===== config.mk =====
export PLATFORM = sky130hd
export DESIGN_NAME = fdl_queue
export DESIGN_NICKNAME = d
export VERILOG_FILES = /design/src/rtl/core/fdl_pkg.sv /design/src/rtl/core/fdl_queue.sv
export SDC_FILE = /design/constraint.sdc
export NUM_CORES = 1
export LEC_CHECK = 0
export ABC_AREA = 1
export BUFFER_PORTS_ARGS = -buffer_cell sky130_fd_sc_hd__buf_2
export CAP_MARGIN = 20
export CORE_AREA = 8 8 94 96
export CTS_BUF_LIST = sky130_fd_sc_hd__clkbuf_4
export CTS_CLUSTER_SIZE = 8
export DETAILED_ROUTE_END_ITERATION = 10
export DIE_AREA = 0 0 102 104
export PLACE_DENSITY = 0.7
export SETUP_SLACK_MARGIN = 0.05
export SLEW_MARGIN = 20
export SYNTH_ARGS = -nofsm -noshare
export SYNTH_HDL_FRONTEND = slang
export SYNTH_SLANG_ARGS = --single-unit

===== constraint.sdc =====
create_clock -name clk -period 2.79 [get_ports clk]
set_clock_uncertainty 0.2 [all_clocks]
set_input_delay 0.558 -clock clk [delete_from_list [all_inputs] [get_ports clk]]
set_output_delay 0.558 -clock clk [all_outputs]
set_load 0.1 [all_outputs]

===== src/rtl/core/fdl_pkg.sv =====
package fdl_pkg;

  localparam int MAX_WIDTH    = 1024;
  localparam int MAX_HEIGHT   = 1024;
  localparam int MAX_CLUSTERS = 256;

  localparam int COL_W  = $clog2(MAX_WIDTH);
  localparam int ROW_W  = $clog2(MAX_HEIGHT);
  localparam int DIM_W  = 11;
  localparam int RIN_W  = ROW_W + 1;
  localparam int CNT_W  = $clog2(MAX_CLUSTERS) + 1;
  localparam int LBL_W  = 8;
  localparam int CFG_IDX_W = 1;

  localparam logic [CFG_IDX_W-1:0] REG_MAP_WIDTH  = 1'b0;
  localparam logic [CFG_IDX_W-1:0] REG_MAP_HEIGHT = 1'b1;

  localparam logic OP_CELL = 1'b0;
  localparam logic OP_PAD  = 1'b1;

  localparam logic signed [7:0] OCC_UNKNOWN = -8'sd1;
  localparam logic signed [7:0] OCC_FREE    = 8'sd0;

  typedef enum logic [1:0] {
    CLS_OCC  = 2'd0,
    CLS_FREE = 2'd1,
    CLS_UNK  = 2'd2
  } cls_t;

  typedef struct packed {
    cls_t r1;
    cls_t r2;
  } hist_t;

  typedef struct packed {
    cls_t t;
    cls_t m;
    cls_t b;
  } col_t;

  typedef struct packed {
    logic             valid;
    logic [LBL_W-1:0] lbl;
  } lbl_t;

  typedef struct packed {
    cls_t             cls;
    logic [COL_W-1:0] cin;
    logic             decide;
    logic [ROW_W-1:0] qr;
    logic [COL_W-1:0] qc;
    logic             last;
  } item_t;

  typedef struct packed {
    logic             valid_res;
    logic [ROW_W-1:0] row;
    logic [COL_W-1:0] col;
    logic             is_frontier;
    logic [LBL_W-1:0] cluster;
    logic             new_cluster;
    logic             overflow;
  } res_t;

  typedef struct packed {
    logic [CNT_W-1:0] cluster_count;
    logic [1:0]       oq_count;
  } stat_t;

endpackage


===== src/rtl/core/fdl_queue.sv =====
module fdl_queue (
  input  logic           clk,
  input  logic           rst_n,
  input  logic           push,
  input  fdl_pkg::item_t din,
  output logic           full,
  input  logic           pop,
  output fdl_pkg::item_t dout,
  output logic           empty
);
  import fdl_pkg::*;

  item_t      mem_r [2];
  logic       wp_r, rp_r;
  logic [1:0] cnt_r, cnt_nxt;

  assign full  = (cnt_r == 2'd2);
  assign empty = (cnt_r == 2'd0);
  assign dout  = mem_r[rp_r];

  always_comb begin
    cnt_nxt = cnt_r;
    if (push && !pop) begin
      cnt_nxt = cnt_r + 2'd1;
    end else if (!push && pop) begin
      cnt_nxt = cnt_r - 2'd1;
    end
  end

  always_ff @(posedge clk) begin
    if (push) begin
      mem_r[wp_r] <= din;
    end
  end

  always_ff @(posedge clk) begin
    if (!rst_n) begin
      wp_r  <= 1'b0;
      rp_r  <= 1'b0;
      cnt_r <= 2'd0;
    end else begin
      if (push) begin
        wp_r <= !wp_r;
      end
      if (pop) begin
        rp_r <= !rp_r;
      end
      cnt_r <= cnt_nxt;
    end
  end

endmodule


==> key figures <==
Global routing
  – Initial antenna violation count: 0
  – Vias in the first global route: 1,601
  – Total gr overflow: 0
  – Largest net degree at the start of global routing: 25
  – Total global-route track usage: 9.647%
  – Global-route wire length before repair: 7.707 mm

Placed design
  – Dpl ws: 0.6594 ns
  – Routability cong.: 0.6782
  – IO buf count: 73
  – DP Wirelength: 3.464 mm

Finish
  – Ant diodes: 0
  – Nets@finish: 264
  – Layout cell share with drive strength beyond 1: 54.35%
  – Layout filler cell count: 667
  – Area grow syn2layout: 21.66%

Drt
  – DR vias/cell: 4.271
  – Vias: 1,418
  – Avg WL per Cell: 14.62 µm
  – Remaining DRCs: 0
  – First-pass DRT Iterations: 4
  – Post-Route WL: 4.854 mm
  – 1st-iter DRT viols: 27
  – Antenna-violating nets left: 0

STA
  – Final setup viols: 0
  – Final worst setup slack: 0.2563 ns
  – Relative slew slack: 67.43%
  – Worst Max-Slew Pin Slew: 0.4881 ns
  – Final hold viol count: 0
  – Fin. max-slew vios: 0
  – Final Cycle Share: 90.81%
  – RSZ-0062 raised after global routing: no
  – Setup TNS: 0 ns
  – Max Clk Rate: 0.3947 GHz
  – Crit path time final: 2.534 ns

Yosys
  – Synth Net Count: 180
  – YS warnings: 0
  – Mean post-synth cell area: 20.12 µm²
  – Fraction of synthesized area in multiplexers: 17.47%
  – Largest family of logic cells by synthesized area: multiplexers
  – Compound-cell area share of the yosys netlist: 0.3529%
  – Post-synthesis sequential area ratio: 75.52%
  – Synth Area in Adders: 0.4411%
  – Simple-Gate Fraction of Synth Area: 2.647%
  – Synth cell types: 14
  – Post-Synth XOR/XNOR Area: 0%
  – Synthesized cell area: 2836 µm²
  – Post-synthesis register bit count: 73
  – Cells after Synth: 141

Critical path
  – Crit end category: output pin
  – Critical-path maximum fanout: 24
  – Startpoint types: flop
  – Worst Path Required: 2.03 ns
  – Crit path DAT: 1.78 ns
  – CP Class: reg -> out

Power and ir drop
  – Clock power share: 24.1%
  – P_int: 1.659 mW
  – Total power: 2.470 mW
  – Sw frac: 32.83%
  – Net Switching: 0.8111 mW
  – PD cells: 715.8 nW/µm²
  – Combinational Power Share: 24.1%
  – Lkg Pwr: 1.397 nW
  – VDD IR max: 0.2732 mV
  – Sequential share of power: 51.8%

Clocking
  – # resized after CTS: 0
  – Worst-case clock buffer depth: 2
  – Hold-fix buffers, CTS: 0
  – Reg clk slew, reported paths: 0.12 ns
  – Worst-Skew Late Latency: 0.38 ns
  – CTS H-tree depth: 3
  – CTS tree: done
  – Root Driver: clkbuf_4
  – Inserted Clock Buffers: 9
  – Clock Sinks: 73
  – Post-CTS Setup Inserts: 0

Hold path
  – Hold Crit Class: in -> reg

Flow run
  – Max_cap viols: 0

Floorplan
  – Starting density of the core: 38.09%
  – Ports: 74
  – Chip Height: 104 µm
  – Chip width: 102 µm
  – Core area: 7447 µm²
  – Die Footprint: 10,610 µm²
  – # rows: 32

Run status
  – Status: complete, no violations
## final timing paths
path | start | to | slack [ns] | cells past startpoint
worst min-delay path | din[11] | mem_r[1][11] | 0.14 | 1
worst max-delay path | flop | dout[25] | 0.26 | 3
worst max register to register | wp_r | mem_r[1][24] | 1.14 | 3
worst min register to register | rp_r | rp_r | 0.32 | 2
## cell usage after synthesis (all sizes together)
cell type / instances / area [µm²]
nand2: 8 / 30.03
a21oi: 1 / 5.000
nor2: 9 / 33.78
nand4: 1 / 6.260
dfxtp: 5 / 100.1
inv: 8 / 30.03
edfxtp: 68 / 2042
ha: 1 / 12.51
nand3: 1 / 5.000
buf: 4 / 71.32
o21ai: 1 / 5.000
mux2: 34 / 495.5
## flip-flops by register name, indices dropped and copies added, names as in the netlist, named ones only
register  count
cnt_r         2
mem_r        68
rp_r          1
wp_r          1
## stage by stage
step           util (%)  hold WS, ns  std cells  area [µm²]
3_3_place_gp      44.61       0.2769        316        3322
3_5_place_dp      44.61       0.3046        316        3322
6_report          46.34       0.1429        332        3451
2_1_floorplan         -       0.2635        141        2836
4_1_cts           46.34       0.1081        332        3451
5_1_grt           46.34      0.09414        332        3451
## cell families after synthesis
family / after synthesis
flops: 73
mux: 34
simple gates: 19
buf+inv: 12
compound gates: 2
fa+ha+maj: 1
## layer usage
layer	wire length [µm]	share of wire, %	vias to the layer above	global-route usage, %
li1	-	-	696	-
met1	1856	38	665	9.631
met2	2546	52	46	16.63
met3	317	6.5	11	3.012
met4	134	2.8	0	6.296
met5	0	0	-	0
## worst max-delay path, stage by stage, from the launching register on
cell and delay (ns):
dfxtp_2 0.34, buf_4 0.36, mux2_2 0.38, buf_2 0.29
## cell usage in the layout, fill, tap and decap left out, drive strengths merged
| master | n |
|---|---|
| mux2 | 34 |
| buf | 77 |
| clkinvlp | 1 |
| a21oi | 1 |
| nand3 | 1 |
| clkinv | 5 |
| bufinv | 1 |
| nand4 | 1 |
| dfxtp | 5 |
| edfxtp | 68 |
| nand2 | 8 |
| inv | 8 |
| clkbuf | 9 |
| nor2 | 9 |
| o21ai | 1 |
| ha | 1 |
## layout make-up
type	instances	area, µm²	share of cell area (%)
Multi-Input combinational cell	56	600.6	17.40
Inverter	8	30.03	0.8702
Clock buffer	9	67.56	1.958
Clock inverter	7	61.31	1.777
Tap cell	102	127.6	3.698
Timing Repair Buffer	77	420.4	12.18
Sequential cell	73	2143	62.11
## power groups by stage
stage                     combinational [mW]  sequential, mW  clock [mW]
after global placement                 0.597            1.30           0
after floorplan                        0.513            1.30           0
after global routing                   0.618            1.29       0.668
after detailed placement               0.601            1.31           0
after CTS                              0.603            1.28       0.627
final                                  0.596            1.28       0.596
No activity file was read; power rests on OpenSTA's default activity.
