--- config.mk ---
export PLATFORM = sky130hd
export DESIGN_NAME = fdl_front
export DESIGN_NICKNAME = d
export VERILOG_FILES = /design/src/rtl/core/fdl_pkg.sv /design/src/rtl/core/fdl_front.sv
export SDC_FILE = /design/constraint.sdc
export NUM_CORES = 1
export LEC_CHECK = 0
export BUFFER_PORTS_ARGS = -buffer_cell sky130_fd_sc_hd__buf_2
export CAP_MARGIN = 20
export CORE_MARGIN = 5
export CORE_UTILIZATION = 50
export DETAILED_ROUTE_END_ITERATION = 8
export PLACE_DENSITY = 0.74
export SETUP_SLACK_MARGIN = 0.05
export SYNTH_ARGS = -nofsm -noshare
export SYNTH_HDL_FRONTEND = slang
export SYNTH_SLANG_ARGS = --single-unit
--- constraint.sdc ---
create_clock -name clk -period 3.2 [get_ports clk]
set_input_delay 0.16 -clock clk [delete_from_list [all_inputs] [get_ports clk]]
set_output_delay 0.16 -clock clk [all_outputs]
set_load 0.02 [all_outputs]
--- src/rtl/core/fdl_pkg.sv ---
package fdl_pkg;

  localparam int MAX_WIDTH    = 1024;
  localparam int MAX_HEIGHT   = 1024;
  localparam int MAX_CLUSTERS = 256;

  localparam int COL_W  = $clog2(MAX_WIDTH);
  localparam int ROW_W  = $clog2(MAX_HEIGHT);
  localparam int DIM_W  = 11;
  localparam int RIN_W  = ROW_W + 1;
  localparam int CNT_W  = $clog2(MAX_CLUSTERS) + 1;
  localparam int LBL_W  = 8;
  localparam int CFG_IDX_W = 1;

  localparam logic [CFG_IDX_W-1:0] REG_MAP_WIDTH  = 1'b0;
  localparam logic [CFG_IDX_W-1:0] REG_MAP_HEIGHT = 1'b1;

  localparam logic OP_CELL = 1'b0;
  localparam logic OP_PAD  = 1'b1;

  localparam logic signed [7:0] OCC_UNKNOWN = -8'sd1;
  localparam logic signed [7:0] OCC_FREE    = 8'sd0;

  typedef enum logic [1:0] {
    CLS_OCC  = 2'd0,
    CLS_FREE = 2'd1,
    CLS_UNK  = 2'd2
  } cls_t;

  typedef struct packed {
    cls_t r1;
    cls_t r2;
  } hist_t;

  typedef struct packed {
    cls_t t;
    cls_t m;
    cls_t b;
  } col_t;

  typedef struct packed {
    logic             valid;
    logic [LBL_W-1:0] lbl;
  } lbl_t;

  typedef struct packed {
    cls_t             cls;
    logic [COL_W-1:0] cin;
    logic             decide;
    logic [ROW_W-1:0] qr;
    logic [COL_W-1:0] qc;
    logic             last;
  } item_t;

  typedef struct packed {
    logic             valid_res;
    logic [ROW_W-1:0] row;
    logic [COL_W-1:0] col;
    logic             is_frontier;
    logic [LBL_W-1:0] cluster;
    logic             new_cluster;
    logic             overflow;
  } res_t;

  typedef struct packed {
    logic [CNT_W-1:0] cluster_count;
    logic [1:0]       oq_count;
  } stat_t;

endpackage

--- src/rtl/core/fdl_front.sv ---
module fdl_front (
  input  logic                      clk,
  input  logic                      rst_n,
  input  logic                      in_push,
  input  logic                      in_operation,
  input  logic signed [7:0]         in_occupancy,
  input  logic                      q_full,
  input  logic [fdl_pkg::DIM_W-1:0] w,
  input  logic [fdl_pkg::DIM_W-1:0] h,
  input  logic                      cfg_clr,
  output logic                      q_push,
  output fdl_pkg::item_t            q_item
);
  import fdl_pkg::*;

  logic [RIN_W-1:0] rin_r, rin_nxt;
  logic [COL_W-1:0] cin_r, cin_nxt;
  logic [ROW_W-1:0] qr_r, qr_nxt;
  logic [COL_W-1:0] qc_r, qc_nxt;
  logic             decide;
  logic             last;
  logic             real_cell;
  cls_t             cls;
  logic [DIM_W-1:0] cin_inc;
  logic [DIM_W-1:0] qc_inc;

  assign q_push = in_push && !q_full;

  always_comb begin
    decide    = (rin_r >= RIN_W'(2)) || ((rin_r == RIN_W'(1)) && (cin_r != '0));
    last      = (DIM_W'(rin_r) == h + DIM_W'(1)) && (cin_r == '0);
    real_cell = (DIM_W'(rin_r) < h) && (in_operation == OP_CELL);
    cls = CLS_OCC;
    if (real_cell) begin
      if (in_occupancy == OCC_UNKNOWN) begin
        cls = CLS_UNK;
      end else if (in_occupancy == OCC_FREE) begin
        cls = CLS_FREE;
      end
    end
    cin_inc = DIM_W'(cin_r) + DIM_W'(1);
    qc_inc  = DIM_W'(qc_r) + DIM_W'(1);

    rin_nxt = rin_r;
    cin_nxt = cin_r;
    qr_nxt  = qr_r;
    qc_nxt  = qc_r;
    if (q_push) begin
      if (last) begin
        rin_nxt = '0;
        cin_nxt = '0;
        qr_nxt  = '0;
        qc_nxt  = '0;
      end else begin
        if (cin_inc == w) begin
          cin_nxt = '0;
          rin_nxt = rin_r + RIN_W'(1);
        end else begin
          cin_nxt = cin_inc[COL_W-1:0];
        end
        if (decide) begin
          if (qc_inc == w) begin
            qc_nxt = '0;
            qr_nxt = qr_r + ROW_W'(1);
          end else begin
            qc_nxt = qc_inc[COL_W-1:0];
          end
        end
      end
    end

    q_item.cls    = cls;
    q_item.cin    = cin_r;
    q_item.decide = decide;
    q_item.qr     = qr_r;
    q_item.qc     = qc_r;
    q_item.last   = last;
  end

  always_ff @(posedge clk) begin
    if (!rst_n || cfg_clr) begin
      rin_r <= '0;
      cin_r <= '0;
      qr_r  <= '0;
      qc_r  <= '0;
    end else begin
      rin_r <= rin_nxt;
      cin_r <= cin_nxt;
      qr_r  <= qr_nxt;
      qc_r  <= qc_nxt;
    end
  end

endmodule

==> impl_metrics.ini, run 1 <==
[synthesis]
synth_seq_area_share = 0.238
synth-main-ff-cell = dfxtp_1
synth_nets = 518
ys_seq_elements = 41
synth.area.top_cells = dfxtp_1 24%, ha_1 6.9%, xnor2_1 5.3%
synth_cell_type_count = 59
yosys_warnings = 0
synth-edff-count = 0
async_reset_ff_frac = 0
synth_top_area_cell = dfxtp_1
synth_top_area_frac = 0.238
avgSynthCellArea_um2 = 7.44
synthCells = 463
syn_area_um2 = 3450

[run]
maxCapViolations = 0

[power]
p_sw_mw = 0.288
fin_total_pwr_mw = 1.17
pwr-share-clk = 0.445
pwr-share-comb = 0.118
switching_share = 0.246
ir_drop_v = 0.000268
p_leak_nw = 1.52
power_density_nw_per_um2 = 296
power.internal_mw = 0.882
power_frac_seq = 0.436

[timing]
fmax_ghz = 0.335
fin_crit_sh = 0.933
slew_headroom = 0.343
rsz0062_at_grt = yes
setup_viol = 0
slew_violations = 0
finalSetupTns_ps = 0
tightest_slew_ps = 985
final.min_clock_period_ps = 2980
holdWs_ps = 244
worst_clock_skew_ps = 8.99
hold_violations = 0
layout_setup_ws_ps = 215

[hold_path]
min_path_type = in -> reg

[cts]
htreeDepth = 2
path_clk_slew_ps = 90
cts-root-buf = clkbuf_8
clk_path_buf_depth = 2
cts.sinks = 41
cts_buffers = 5
clk-insertion-delay-late_ps = 310
post_cts_buffers = 0
cts_tree = built

[global_routing]
grt_max_degree = 25
grt_pass1_vias = 3274
grt_pass1_wl_mm = 14.8
grt-ovfl-total = 0
antenna_found_initial = 0
grt_usage = 0.206

[floorplan]
num_io_pins = 71
dieWidth_um = 93.0
core_um2 = 6760
die_h_um = 93.0
fp.dieArea_um2 = 8650
rows = 30
start_util = 0.510

[routing]
dr.pass1.iters = 5
drtIter0Drc = 150
wl_per_cell_um = 14.6
vias_per_cell = 5.87
finalWirelength_mm = 8.73
drcViolationCount = 0
drtAntennaViolNets = 0
vias = 3500

[finish]
n_antenna_cell = 0
postLayoutCellArea_um2 = 3950
drive_gt1_frac = 0.203
stdcell_count = 596
fin_util = 0.585
layout.nets = 570
mostFrequentLayoutCells = 70 x buf_2, 43 x nand2_1, 41 x dfxtp_1
final_common_cell = buf_2
syn_to_final_growth_pct = 14.7

[setup_path]
cp.arrival_ps = 3220
end_kind = register
path_max_fanout = 9
critPathKind = reg -> reg
worstPathRequired_ps = 3430
cp-start-kind = register

[placed_design]
dp_cells = 587
pre_cts_ws_ps = 158
numPortBuffers = 70
place_area_um2 = 3790
dp_hpwl_mm = 6.71
routabilityCongestion = 0.875

[run_status]
status = finished clean
[power groups by stage]
stage / logic, mW / clock network (mW) / registers [mW]
6_report: 0.139 / 0.521 / 0.510
5_1_grt: 0.155 / 0.553 / 0.511
4_1_cts: 0.138 / 0.536 / 0.511
3_5_place_dp: 0.137 / 0 / 0.523
3_3_place_gp: 0.133 / 0 / 0.523
2_1_floorplan: 0.0828 / 0 / 0.524
[registers in the layout, summed over array words and instances (netlist names)]
signal  flops
rin_r      11
qc_r       10
cin_r      10
qr_r       10
[cell usage after synthesis, drive strengths merged (2+ instances only)]
cell type  count
and4           3
a311oi         4
o22ai          2
a21o           2
ha            19
nor2b          7
nand4         10
inv           33
o211ai        17
a31oi          9
nand4b         2
dfxtp         41
nand2         43
o2111ai        4
buf           17
o21a           5
xnor2         21
nor3b          3
clkbuf        14
or4            2
nand3         32
xor2          11
o21ai         28
nand2b         5
nor2          18
or2            9
a2111oi        2
nor4          14
a21oi         25
or3           14
nor3          11
a211oi         2
and3           3
mux2i          3
o31ai         14
[cell type report]
cell class,count,area [µm²]
fillers,651,2810
clock buffers,5,68.8
flip-flops and latches,41,821
repair buffers,76,395
well taps,80,100
inverters,34,128
multi-input cells,357,2370
clock inverters,3,68.8
[worst paths after layout]
check / end / slack (ps) / startpoint / cells after the start
worst max-delay path: rin_r[2] / 220 / cin_r[1] / 10
worst min-delay path: rin_r[1] / 240 / cfg_clr / 4
worst max register to register: rin_r[2] / 220 / cin_r[1] / 10
worst min register to register: qr_r[1] / 500 / qr_r[1] / 2
[layer usage]
layer	up-vias	global-route usage	wire (µm)
li1	1796	-	-
met4	0	0.0513	102
met5	-	0	0
met3	10	0.0378	470
met1	1618	0.259	3920
met2	76	0.362	4240
[kinds of logic after synthesis]
family / count (synthesis) / share of synthesized area
xor gates and xnor gates: 33 / 0.0879
DFF: 41 / 0.238
muxes: 3 / 0.00871
adders and majority gates: 19 / 0.0690
buffers and inverters: 65 / 0.0795
and+or+nand+nor: 180 / 0.282
AOI/OAI and AO/OA: 122 / 0.235
[worst max-delay path, cell delays in order, from the launching register on]
cell       delay [ps]
dfxtp_1           410
ha_2              270
nand3_2           180
or3_1             410
a2111oi_2         390
o2111ai_1         190
a211oi_2          290
buf_4             180
nand2_1            50
or4_1             390
a21oi_1           150
[repair_timing]
| item | 4_1_cts | 5_1_grt |
|---|---|---|
| endpoints found under the setup margin | 0 | 26 |
| resized for setup | 0 | 6 |
| hold buffers | 0 | 0 |
| hold endpoints to repair | 0 | 0 |
Note: power is estimated with default switching activity, not from simulation.
==> inputs of run 2 (changes only) <==
--- a/config.mk
+++ b/config.mk
@@ -7,10 +7,12 @@
 export LEC_CHECK = 0
 export BUFFER_PORTS_ARGS = -buffer_cell sky130_fd_sc_hd__buf_2
 export CAP_MARGIN = 20
-export CORE_MARGIN = 5
+export CORE_MARGIN = 1
 export CORE_UTILIZATION = 50
+export CTS_CLUSTER_DIAMETER = 200
 export DETAILED_ROUTE_END_ITERATION = 8
 export PLACE_DENSITY = 0.74
+export RECOVER_POWER = 50
 export SETUP_SLACK_MARGIN = 0.05
 export SYNTH_ARGS = -nofsm -noshare
 export SYNTH_HDL_FRONTEND = slang
==> run 2 against run 1 <==
Against the previous run:
- worst hold slack lost 6.6 ps
- power shrank 7.4%
- critical endpoint is now qc_r[9]
- clock power shrank 17%
- sequential share of layout area grew 0.42 points
- cell count shrank 0.67%
- critical path type unchanged
==> impl_metrics.ini, run 2 (same netlist as run 1, synthesis figures left out) <==
[timing]
slew_headroom = 0.303
slew_violations = 0
finalSetupTns_ps = 0
tightest_slew_ps = 1050
fmax_ghz = 0.334
final.min_clock_period_ps = 2990
fin_crit_sh = 0.935
worst_clock_skew_ps = 4.26
rsz0062_at_grt = no
setup_viol = 0
hold_violations = 0

[setup_path]
critPathKind = reg -> reg
critPathLaunch = qc_r[0]
slowest_delay_ps = 580
end_kind = register
cp.arrival_ps = 3230
worstPathRequired_ps = 3430
worst-r2r-cell-count = 9
cp_cell_sequence = ha_1 > nand4_1 > o31ai_1 > a311oi_1 > o311a_1 > o2111ai_2 > or4b_4 > or3_1 > o21ai_1
cpMaxStageDelayCell = or4b_4
path_max_fanout = 10
r2r-start = qc_r[0]
r2r_setup_slack_ps = 210
cp-start-kind = register

[placed_design]
dp_cells = 584
numPortBuffers = 70
dp_hpwl_mm = 6.54
routabilityCongestion = 0.911

[run_status]
status = finished clean

[global_routing]
grt_pass1_vias = 3193
antenna_found_initial = 0
grt_usage = 0.244
grt-ovfl-total = 0
grt_pass1_wl_mm = 14.6
grt_max_degree = 26

[finish]
top_register = rin_r
multi_input_area_um2 = 2370
syn_to_final_growth_pct = 12.6
final-seq-area_um2 = 822
final_common_cell = nand2_1
n_fill_cell = 618
layout.nets = 569
n_antenna_cell = 0
largest_reg_flops = 11
mostFrequentLayoutCells = 43 x nand2_1, 40 x dfxtp_1, 39 x buf_2
stdcell_count = 592
drive_gt1_frac = 0.144
fin_util = 0.597

[cts]
path_clk_slew_ps = 90
htreeDepth = 2
post_cts_buffers = 0
cts.hold.buffers_added = 0
cts_resized = 0
cts_tree = built
cts_buffers = 5
cts.sinks = 41
cts-root-buf = clkbuf_8
clk-insertion-delay-late_ps = 300
clk_path_buf_depth = 2

[routing]
finalWirelength_mm = 8.78
vias_per_cell = 6.08
drtAntennaViolNets = 0
vias = 3599
drcViolationCount = 0
drtIter0Drc = 190
dr.pass1.iters = 5
wl_per_cell_um = 14.8

[floorplan]
die_h_um = 85.0
start_util = 0.531
rows = 29
dieWidth_um = 85.0
num_io_pins = 71
core_um2 = 6490
fp.dieArea_um2 = 7230

[power]
power_density_nw_per_um2 = 279
p_leak_nw = 1.37
ir_drop_v = 0.000219
fin_total_pwr_mw = 1.08

[hold_path]
hold_depth = 4
min_path_type = in -> reg
min-delay-start = cfg_clr

[run]
maxCapViolations = 0
run 2: through the flow:
| step | worst slack [ps] | hold slack [ps] | instance area [µm²] |
|---|---|---|---|
| finish | 207 | 238 | 3880 |
| global route | 49.7 | 258 | 3880 |
| CTS | 108 | 241 | 3900 |
| detailed placement | 135 | 493 | 3780 |
| global placement | 191 | 477 | 3780 |
| floorplan | 219 | 413 | 3450 |
run 2: final timing paths:
path	endpoint
worst min-delay path	rin_r[1]
worst max register to register	qc_r[9]
worst min register to register	cin_r[1]
worst max-delay path	qc_r[9]
run 2: worst max-delay path, delay by kind of cell, from the launching register on:
family / cells / cell delay, ps
AOI/OAI and AO/OA: 5 / 970
adders and majority gates: 1 / 330
DFF: 1 / 490
and+or+nand+nor: 3 / 1130
run 2: area by class of cell:
| type | instances | area share |
|---|---|---|
| Clock buffer | 5 | 0.0177 |
| Clock inverter | 3 | 0.0119 |
| Inverter | 34 | 0.0329 |
| Multi-Input combinational cell | 357 | 0.612 |
| Sequential cell | 41 | 0.212 |
| Tap cell | 77 | 0.0248 |
| Timing Repair Buffer | 75 | 0.0890 |
run 2: power by group:
part / internal (mW) / switching (mW)
clock network: 0.234 / 0.200
registers: 0.510 / 0.000392
logic: 0.0568 / 0.0826
total: 0.801 / 0.283
run 2: routing by layer:
metal / wire (µm) / global-route usage / part of all wire / vias to the layer above
met5: 0 / 0 / 0 / -
met4: 113 / 0.0693 / 0.013 / 0
met3: 424 / 0.0311 / 0.048 / 13
met2: 4230 / 0.427 / 0.48 / 121
met1: 4010 / 0.316 / 0.46 / 1670
li1: - / - / - / 1795
